--- src/pmul_pkg.sv ---
// shared types and constants for the polynomial multiplier
// used by pmul_ctrl, pmul_dp and polynomial_multiply; no dependencies
package pmul_pkg;

    localparam int DEF_MAX_TERMS   = 16;
    localparam int DEF_COEFF_WIDTH = 32;
    localparam int FRAC_BITS       = 16;

    // fixed field widths on the stream ports
    localparam int DATA_W      = 32;
    localparam int TERM_W      = 5;
    localparam int OUT_TDATA_W = 40;
    localparam int OUT_PAD_W   = OUT_TDATA_W - DATA_W - TERM_W;

    // operand select carried on the input tuser
    localparam logic OP_FIRST  = 1'b0;
    localparam logic OP_SECOND = 1'b1;

    typedef enum logic [2:0] {
        ST_IDLE,
        ST_START,
        ST_SETUP,
        ST_MAC,
        ST_WAIT,
        ST_OUT
    } pmul_state_t;

    // commands from the controller to the datapath
    typedef struct packed {
        logic wr_a;
        logic wr_b;
        logic rd;
        logic first;
        logic last;
        logic load_zero;
    } pmul_cmd_t;

endpackage

--- src/pmul_ram.sv ---
// generic single write port, single read port ram with registered read
// no dependencies
module pmul_ram #(
    parameter int WIDTH = 32,
    parameter int DEPTH = 16
) (
    input  logic                     aclk,
    input  logic                     we,
    input  logic [$clog2(DEPTH)-1:0] waddr,
    input  logic [WIDTH-1:0]         wdata,
    input  logic [$clog2(DEPTH)-1:0] raddr,
    output logic [WIDTH-1:0]         rdata
);

    logic [WIDTH-1:0] mem [DEPTH];
    logic [WIDTH-1:0] rdata_reg;

    always_ff @(posedge aclk) begin
        if (we) begin
            mem[waddr] <= wdata;
        end
        rdata_reg <= mem[raddr];
    end

    assign rdata = rdata_reg;

endmodule

--- src/pmul_dp.sv ---
// datapath: operand stores, multiplier, accumulator, shift and saturation
// depends on pmul_pkg and pmul_ram
module pmul_dp #(
    parameter int MAX_TERMS   = pmul_pkg::DEF_MAX_TERMS,
    parameter int COEFF_WIDTH = pmul_pkg::DEF_COEFF_WIDTH
) (
    input  logic                         aclk,
    input  logic                         aresetn,
    input  pmul_pkg::pmul_cmd_t          cmd,
    input  logic [$clog2(MAX_TERMS)-1:0] wr_addr,
    input  logic [$clog2(MAX_TERMS)-1:0] rd_addr_a,
    input  logic [$clog2(MAX_TERMS)-1:0] rd_addr_b,
    input  logic [COEFF_WIDTH-1:0]       wr_data,
    output logic                         term_done,
    output logic [pmul_pkg::DATA_W-1:0]  product_coefficient
);

    import pmul_pkg::*;

    localparam int CNT_W = $clog2(MAX_TERMS + 1);
    localparam int PROD_W = 2 * COEFF_WIDTH;
    localparam int ACC_W = PROD_W + CNT_W;

    logic [COEFF_WIDTH-1:0]        a_data;
    logic [COEFF_WIDTH-1:0]        b_data;
    logic                          v1_reg, first1_reg, last1_reg;
    logic                          v2_reg, first2_reg, last2_reg;
    logic                          done3_reg;
    logic signed [PROD_W-1:0]      prod_reg;
    logic signed [ACC_W-1:0]       acc_reg;
    logic signed [ACC_W-1:0]       acc_next;
    logic signed [ACC_W-1:0]       shifted;
    logic [ACC_W-COEFF_WIDTH:0]    upper;
    logic                          in_range;
    logic signed [COEFF_WIDTH-1:0] sat_value;
    logic signed [COEFF_WIDTH-1:0] out_reg;

    pmul_ram #(.WIDTH(COEFF_WIDTH), .DEPTH(MAX_TERMS)) u_ram_a (
        .aclk  (aclk),
        .we    (cmd.wr_a),
        .waddr (wr_addr),
        .wdata (wr_data),
        .raddr (rd_addr_a),
        .rdata (a_data)
    );

    pmul_ram #(.WIDTH(COEFF_WIDTH), .DEPTH(MAX_TERMS)) u_ram_b (
        .aclk  (aclk),
        .we    (cmd.wr_b),
        .waddr (wr_addr),
        .wdata (wr_data),
        .raddr (rd_addr_b),
        .rdata (b_data)
    );

    always_comb begin
        if (first2_reg) begin
            acc_next = ACC_W'(prod_reg);
        end else begin
            acc_next = acc_reg + ACC_W'(prod_reg);
        end
    end

    // floor shift, then clamp to the signed coefficient range
    assign shifted  = acc_reg >>> FRAC_BITS;
    assign upper    = shifted[ACC_W-1:COEFF_WIDTH-1];
    assign in_range = (&upper) | ~(|upper);

    always_comb begin
        if (in_range) begin
            sat_value = shifted[COEFF_WIDTH-1:0];
        end else if (shifted[ACC_W-1]) begin
            sat_value = {1'b1, {(COEFF_WIDTH-1){1'b0}}};
        end else begin
            sat_value = {1'b0, {(COEFF_WIDTH-1){1'b1}}};
        end
    end

    always_ff @(posedge aclk) begin
        if (!aresetn) begin
            v1_reg    <= 1'b0;
            v2_reg    <= 1'b0;
            done3_reg <= 1'b0;
        end else begin
            v1_reg    <= cmd.rd;
            v2_reg    <= v1_reg;
            done3_reg <= v2_reg & last2_reg;
        end
    end

    always_ff @(posedge aclk) begin
        first1_reg <= cmd.first;
        last1_reg  <= cmd.last;
        first2_reg <= first1_reg;
        last2_reg  <= last1_reg;
        prod_reg   <= signed'(a_data) * signed'(b_data);
        if (v2_reg) begin
            acc_reg <= acc_next;
        end
        if (cmd.load_zero) begin
            out_reg <= '0;
        end else if (done3_reg) begin
            out_reg <= sat_value;
        end
    end

    assign term_done           = done3_reg;
    assign product_coefficient = DATA_W'(out_reg);

endmodule

--- src/pmul_ctrl.sv ---
// controller: operand counts, term and pair sequencing, output handshake
// depends on pmul_pkg
module pmul_ctrl #(
    parameter int MAX_TERMS = pmul_pkg::DEF_MAX_TERMS
) (
    input  logic                         aclk,
    input  logic                         aresetn,
    input  logic                         s_valid,
    input  logic                         s_op,
    input  logic                         s_last,
    output logic                         s_ready,
    output logic                         m_valid,
    input  logic                         m_ready,
    output logic [pmul_pkg::TERM_W-1:0]  term_index,
    output logic                         last_term,
    output logic                         cap_exceeded,
    output pmul_pkg::pmul_cmd_t          cmd,
    output logic [$clog2(MAX_TERMS)-1:0] wr_addr,
    output logic [$clog2(MAX_TERMS)-1:0] rd_addr_a,
    output logic [$clog2(MAX_TERMS)-1:0] rd_addr_b,
    input  logic                         term_done
);

    import pmul_pkg::*;

    localparam int CNT_W = $clog2(MAX_TERMS + 1);
    localparam int KW    = $clog2(2 * MAX_TERMS);

    pmul_state_t      state_reg, state_next;
    logic [CNT_W-1:0] cnt_a_reg, cnt_a_next;
    logic [CNT_W-1:0] cnt_b_reg, cnt_b_next;
    logic             dropped_reg, dropped_next;
    logic [KW-1:0]    n_reg, n_next;
    logic [KW-1:0]    k_reg, k_next;
    logic [KW-1:0]    i_reg, i_next;
    logic [KW-1:0]    i_hi_reg, i_hi_next;
    logic             first_reg, first_next;

    logic             accept;
    logic             a_full, b_full;
    logic             empty;
    logic [KW-1:0]    na, nb;
    logic [KW-1:0]    i_lo, i_hi;
    logic [KW-1:0]    diff;
    logic             pair_last;
    logic             final_term;

    assign accept     = s_valid & s_ready;
    assign a_full     = cnt_a_reg == CNT_W'(MAX_TERMS);
    assign b_full     = cnt_b_reg == CNT_W'(MAX_TERMS);
    assign na         = KW'(cnt_a_reg);
    assign nb         = KW'(cnt_b_reg);
    assign empty      = (cnt_a_reg == '0) || (cnt_b_reg == '0);
    assign i_lo       = (k_reg >= nb) ? (k_reg - nb + KW'(1)) : '0;
    assign i_hi       = (k_reg < na) ? k_reg : (na - KW'(1));
    assign diff       = k_reg - i_reg;
    assign pair_last  = i_reg == i_hi_reg;
    assign final_term = k_reg == (n_reg - KW'(1));

    // next state
    always_comb begin
        state_next = state_reg;
        case (state_reg)
            ST_IDLE: begin
                if (accept && s_op == OP_SECOND && s_last) begin
                    state_next = ST_START;
                end
            end
            ST_START: begin
                state_next = empty ? ST_OUT : ST_SETUP;
            end
            ST_SETUP: begin
                state_next = ST_MAC;
            end
            ST_MAC: begin
                if (pair_last) begin
                    state_next = ST_WAIT;
                end
            end
            ST_WAIT: begin
                if (term_done) begin
                    state_next = ST_OUT;
                end
            end
            ST_OUT: begin
                if (m_ready) begin
                    state_next = final_term ? ST_IDLE : ST_SETUP;
                end
            end
            default: begin
                state_next = ST_IDLE;
            end
        endcase
    end

    // outputs
    always_comb begin
        s_ready       = 1'b0;
        m_valid       = 1'b0;
        cmd           = '0;
        case (state_reg)
            ST_IDLE: begin
                // ready is high here, so a valid word is taken
                s_ready  = 1'b1;
                cmd.wr_a = s_valid && s_op == OP_FIRST && !a_full;
                cmd.wr_b = s_valid && s_op == OP_SECOND && !b_full;
            end
            ST_START: begin
                cmd.load_zero = empty;
            end
            ST_MAC: begin
                cmd.rd    = 1'b1;
                cmd.first = first_reg;
                cmd.last  = pair_last;
            end
            ST_OUT: begin
                m_valid = 1'b1;
            end
            default: begin
                cmd = '0;
            end
        endcase
    end

    assign wr_addr      = (s_op == OP_SECOND) ? cnt_b_reg[$clog2(MAX_TERMS)-1:0]
                                              : cnt_a_reg[$clog2(MAX_TERMS)-1:0];
    assign rd_addr_a    = i_reg[$clog2(MAX_TERMS)-1:0];
    assign rd_addr_b    = diff[$clog2(MAX_TERMS)-1:0];
    assign term_index   = TERM_W'(k_reg);
    assign last_term    = final_term;
    assign cap_exceeded = dropped_reg;

    // counters and loop indexes
    always_comb begin
        cnt_a_next   = cnt_a_reg;
        cnt_b_next   = cnt_b_reg;
        dropped_next = dropped_reg;
        n_next       = n_reg;
        k_next       = k_reg;
        i_next       = i_reg;
        i_hi_next    = i_hi_reg;
        first_next   = first_reg;
        case (state_reg)
            ST_IDLE: begin
                if (accept) begin
                    if (s_op == OP_FIRST) begin
                        if (a_full) begin
                            dropped_next = 1'b1;
                        end else begin
                            cnt_a_next = cnt_a_reg + CNT_W'(1);
                        end
                    end else begin
                        if (b_full) begin
                            dropped_next = 1'b1;
                        end else begin
                            cnt_b_next = cnt_b_reg + CNT_W'(1);
                        end
                    end
                end
            end
            ST_START: begin
                n_next = empty ? KW'(1) : (na + nb - KW'(1));
                k_next = '0;
            end
            ST_SETUP: begin
                i_next     = i_lo;
                i_hi_next  = i_hi;
                first_next = 1'b1;
            end
            ST_MAC: begin
                i_next     = i_reg + KW'(1);
                first_next = 1'b0;
            end
            ST_OUT: begin
                if (m_ready) begin
                    if (final_term) begin
                        cnt_a_next   = '0;
                        cnt_b_next   = '0;
                        dropped_next = 1'b0;
                    end else begin
                        k_next = k_reg + KW'(1);
                    end
                end
            end
            default: begin
                k_next = k_reg;
            end
        endcase
    end

    always_ff @(posedge aclk) begin
        if (!aresetn) begin
            state_reg   <= ST_IDLE;
            cnt_a_reg   <= '0;
            cnt_b_reg   <= '0;
            dropped_reg <= 1'b0;
        end else begin
            state_reg   <= state_next;
            cnt_a_reg   <= cnt_a_next;
            cnt_b_reg   <= cnt_b_next;
            dropped_reg <= dropped_next;
        end
    end

    always_ff @(posedge aclk) begin
        n_reg     <= n_next;
        k_reg     <= k_next;
        i_reg     <= i_next;
        i_hi_reg  <= i_hi_next;
        first_reg <= first_next;
    end

endmodule

--- src/polynomial_multiply.sv ---
// top level of the polynomial multiplier (coefficient convolution)
// depends on pmul_pkg, pmul_ctrl, pmul_dp and pmul_ram
//
// sequencing: loading words are taken while idle; after the word that closes the
// second operand, term k walks its m_k coefficient pairs through the single
// multiply-accumulate unit, then waits for its result word to be taken; a whole
// product has n = na + nb - 1 terms when neither operand is empty
// throughput: one word per cycle while loading, no words taken during a product
// reset: aresetn synchronous active low, clears counts, drop flag and control
module polynomial_multiply #(
    parameter int MAX_TERMS   = pmul_pkg::DEF_MAX_TERMS,
    parameter int COEFF_WIDTH = pmul_pkg::DEF_COEFF_WIDTH
) (
    input  logic                              aclk,
    input  logic                              aresetn,
    // input words
    input  logic                              s_axis_tvalid,
    output logic                              s_axis_tready,
    input  logic [pmul_pkg::DATA_W-1:0]       s_axis_tdata,  // [31:0] coefficient
    input  logic                              s_axis_tuser,  // [0] operation
    input  logic                              s_axis_tlast,  // last coefficient
    // result words
    output logic                              m_axis_tvalid,
    input  logic                              m_axis_tready,
    // [31:0] product_coefficient, [36:32] term_index, [39:37] zero
    output logic [pmul_pkg::OUT_TDATA_W-1:0]  m_axis_tdata,
    output logic                              m_axis_tuser,  // [0] capacity_exceeded
    output logic                              m_axis_tlast   // last_term
);

    import pmul_pkg::*;

    localparam int AW = $clog2(MAX_TERMS);

    pmul_cmd_t          cmd;
    logic [AW-1:0]      wr_addr;
    logic [AW-1:0]      rd_addr_a;
    logic [AW-1:0]      rd_addr_b;
    logic               term_done;
    logic [TERM_W-1:0]  term_index;
    logic [DATA_W-1:0]  product_coefficient;

    // sequencing: loads operands, walks terms and coefficient pairs
    pmul_ctrl #(.MAX_TERMS(MAX_TERMS)) u_ctrl (
        .aclk         (aclk),
        .aresetn      (aresetn),
        .s_valid      (s_axis_tvalid),
        .s_op         (s_axis_tuser),
        .s_last       (s_axis_tlast),
        .s_ready      (s_axis_tready),
        .m_valid      (m_axis_tvalid),
        .m_ready      (m_axis_tready),
        .term_index   (term_index),
        .last_term    (m_axis_tlast),
        .cap_exceeded (m_axis_tuser),
        .cmd          (cmd),
        .wr_addr      (wr_addr),
        .rd_addr_a    (rd_addr_a),
        .rd_addr_b    (rd_addr_b),
        .term_done    (term_done)
    );

    // stores, multiply, accumulate, shift and saturate; holds the result
    pmul_dp #(.MAX_TERMS(MAX_TERMS), .COEFF_WIDTH(COEFF_WIDTH)) u_dp (
        .aclk                (aclk),
        .aresetn             (aresetn),
        .cmd                 (cmd),
        .wr_addr             (wr_addr),
        .rd_addr_a           (rd_addr_a),
        .rd_addr_b           (rd_addr_b),
        .wr_data             (s_axis_tdata[COEFF_WIDTH-1:0]),
        .term_done           (term_done),
        .product_coefficient (product_coefficient)
    );

    // result word packing, lowest field first
    assign m_axis_tdata = {{OUT_PAD_W{1'b0}}, term_index, product_coefficient};

endmodule

--- config.mk ---
export PLATFORM = sky130hd
export DESIGN_NAME = polynomial_multiply
export DESIGN_NICKNAME = d
export VERILOG_FILES = /design/src/pmul_pkg.sv /design/src/pmul_ram.sv /design/src/pmul_dp.sv /design/src/pmul_ctrl.sv /design/src/polynomial_multiply.sv
export SDC_FILE = /design/constraint.sdc
export NUM_CORES = 2
export LEC_CHECK = 0
export BUFFER_PORTS_ARGS = -buffer_cell sky130_fd_sc_hd__buf_2
export CAP_MARGIN = 20
export CORE_ASPECT_RATIO = 0.75
export CORE_MARGIN = 2
export CORE_UTILIZATION = 30
export CTS_CLUSTER_DIAMETER = 80
export DETAILED_ROUTE_END_ITERATION = 6
export PLACE_DENSITY = 0.51
export SLEW_MARGIN = 20
export SYNTH_ARGS = -nofsm -noshare
export SYNTH_HDL_FRONTEND = slang
export SYNTH_SLANG_ARGS = --single-unit
--- constraint.sdc ---
create_clock -name aclk -period 23.3 [get_ports aclk]
set_clock_uncertainty 0.1 [all_clocks]
set_input_delay 1.165 -clock aclk [delete_from_list [all_inputs] [get_ports aclk]]
set_output_delay 1.165 -clock aclk [all_outputs]
set_load 0.02 [all_outputs]
==> flow_summary.yaml <==
status:
  outcome: "finished clean"
place:
  hpwl_um: 161000
  port_buf_inserts: 78
  gp_congestion: 0.866
  placed_cell_area_mm2: 0.0933
sta:
  period_needed_ps: 8750
  grt_setup_unrepaired: "false"
  maxClockFrequency_ghz: 0.114
  setup_tns_ps: 0
  final_worst_path_period_share: 0.376
  finalHoldViolations: 0
  worst_margin_slew_ps: 1170
  total_setup_violations_reported_at_the_end_of_the_flow: 0
  max_slew_margin: 0.220
  timing_max_transition_violations_final: 0
floorplan:
  io_pins: 82
  fp.dieArea_mm2: 0.298
  initial_utilization: 0.301
  core-area_mm2: 0.293
  floorplan.rows: 172
  die_h_um: 473
  fp.dieW_um: 630
clocking:
  cts_tree: "yes"
  clock_tree.htree_level_count: 4
  clock_tree_root_buffer_cell: "sky130_fd_sc_hd__clkbuf_16"
  cts_setup_buffers: 0
  clock-sinks: 1295
  worstSkewPairLatency_ps: 850
  clkSlewWorstSetupHoldPaths_ps: 60
  clock_tree.buffer_depth: 4
  cts-buffers-inserted: 138
  quantity_of_gates_resized_following_cts: 0
  cts-hold-fix-buffers: 0
synthesis:
  synth-seq-area-share: 0.421
  combinational_family_with_the_most_area_after_synthesis: "adder cells"
  ys_ff_latch: 1295
  yosys.area_share.simple: 0.0905
  dominantRegCellSynth: "sky130_fd_sc_hd__edfxtp_1"
  synth_warn: 0
  synth.lib_cells_used.distinct: 88
  synth_compound_area_frac: 0.0498
  synth-xor-area-share: 0.0170
  synthesized_instance_count: 6859
  synth_top_cells_by_area: "sky130_fd_sc_hd__edfxtp_1, sky130_fd_sc_hd__fa_1, sky130_fd_sc_hd__mux4_2, sky130_fd_sc_hd__inv_1, sky130_fd_sc_hd__dfxtp_1"
  synth_top_area_cell: "sky130_fd_sc_hd__edfxtp_1"
  synth_mux_area_frac: 0.0748
  post_synthesis_cell_area_mm2: 0.0882
  avgSynthCellArea_um2: 12.9
  synth_top_cell_area_share: 0.379
  synth-edff-count: 1114
  share_of_flip_flops_with_an_asynchronous_set_or_reset: 0
  post_synth_adder_cell_area: 0.287
critical_path:
  crit_slowest_cell: "sky130_fd_sc_hd__dfxtp_1"
  reg2reg_from: "u_dp.u_ram_b.rdata[31]"
  most_numerous_cell_on_the_critical_path: "sky130_fd_sc_hd__fa_1"
  cp_cell_sequence: "clkinv_1 -> buf_4 -> nor2_1 -> fa_1 -> fa_1 -> fa_1 -> fa_1 -> fa_1 -> fa_1 -> fa_1 -> fa_1 -> ha_1 -> nand2_1 -> nor4_4 -> nand3_1 -> o21ai_2 -> a211oi_2 -> o41ai_4 -> a21o_1 -> a21oi_2 -> o211ai_2 -> xor2_1"
  max_stage_delay_ps: 660
  required_ps: 23850
  timing.setup.critical_path_class: "register to register"
  regToRegEndpoint: "u_dp.prod_reg[62]"
  worst_setup_path_end_kind: "register"
  worst_reg_to_reg_path_cell_count: 22
  critPathMaxFanout: 19
  timing.reg2reg.setup_slack_ps: 14550
  worstSetupEndpoint: "u_dp.prod_reg[62]"
  startpoint_type: "register"
  crit_start: "u_dp.u_ram_b.rdata[31]"
  arrival_time_of_the_worst_setup_path_ps: 9310
route:
  drt_iter0_markers: 4455
  detail_route.vias_per_cell: 4.82
  total_via_count_after_detailed_routing: 52300
  detail_route.drc_violations: 0
  ant_nets: 0
  dr.pass1.iters: 7
  totalWireLength_um: 242000
  wire_per_inst_um: 22.3
global_routing:
  antenna_found_initial: 11
  grt_start_max_net_pins: 134
  groute.usage.overall: 0.163
  grt_pass1_wl_um: 364000
  grt_pass1_vias: 55600
  global_route.overflow_total: 0
finish:
  finalInstanceArea_mm2: 0.0976
  layout-drive-gt1-share: 0.111
  final_net_count: 8236
  synthToLayoutAreaGrowth_pct: 10.7
job:
  max_cap_violations: 0
worst_hold_path:
  worst_hold_path_type: "register to register"
-- worst min path at each step --
stage,start,cells past startpoint,to
floorplan,u_dp.first1_reg,0,u_dp.first2_reg
global placement,u_dp.last1_reg,0,u_dp.last2_reg
detailed placement,u_dp.last1_reg,0,u_dp.last2_reg
CTS,u_dp.first1_reg,0,u_dp.first2_reg
global route,u_dp.first1_reg,0,u_dp.first2_reg
finish,u_dp.first1_reg,0,u_dp.first2_reg
-- metrics by stage --
stage / setup WS (ps) / std cells / util / hold slack (ps)
final: 14550 / 10800 / 0.333 / 217
after global routing: 14130 / 10800 / 0.333 / 232
after CTS: 14590 / 10800 / 0.333 / 215
after detailed placement: 14640 / 10600 / 0.319 / 212
after global placement: 14840 / 10600 / 0.319 / 215
after floorplan: 15360 / 6861 / - / 210
-- worst max-delay path, delay by kind of cell, from the launching register on --
kind	cells	cell delay (ps)
AO/OA/AOI/OAI	6	1350
XOR/XNOR	1	170
adder cells (fa/ha/maj)	9	4470
buffers and inverters	2	1010
flip-flops	1	660
AND/OR/NAND/NOR	4	880
-- cells in the mapped netlist (all sizes together) (45+ instances only) --
library cell and n:
a31oi 55, clkbuf 315, xor2 56, xnor2 115
ha 283, dfxtp 181, o21ai 171, a21oi 221
and2 548, a21o 96, mux4 288, nand2 716
edfxtp 1114, buf 45, nor2 145, fa 1087
inv 1050
-- cell usage in the layout (no fill, tap or decap), drive strengths merged, types with 8 or more instances in the layout --
cell type  count
a21oi        221
a211oi        43
dfxtp        181
o211ai         8
and3          15
nor2         145
a21o          96
and2         548
nor2b         16
clkbuf       194
fa          1087
nor4          10
o21bai        27
nand3         39
nand4         37
xnor2        115
xor2          56
nand2b        29
buf          187
nor3          32
mux4         288
o21a          13
nand2        716
a31oi         55
edfxtp      1114
or3           12
o21ai        171
inv         1055
ha           283
clkinv        40
-- cells by family after synthesis --
group / after synthesis
XOR/XNOR: 171
AO/OA/AOI/OAI: 691
flip-flops: 1295
buffers and inverters: 1412
AND/OR/NAND/NOR: 1621
other: 1
adder cells (fa/ha/maj): 1370
multiplexers: 298
-- layout make-up --
class,count,area [um^2]
fillers,28800,195000
multi-input cells,4154,46100
flip-flops and latches,1295,37100
well taps,3915,4900
inverters,1052,3950
clock buffers,194,3930
repair buffers,187,1260
clock inverters,48,338
diodes,4,10.0
-- metal layers --
layer  part of all wire  global-route usage
met5            0.00060             0.00306
met4              0.019              0.0325
met3              0.083              0.0441
met2               0.42               0.237
met1               0.48               0.243
Power is left out: the tool's default activity adds up to more than one toggle a clock period on the data nets, which glitch-free logic cannot reach.
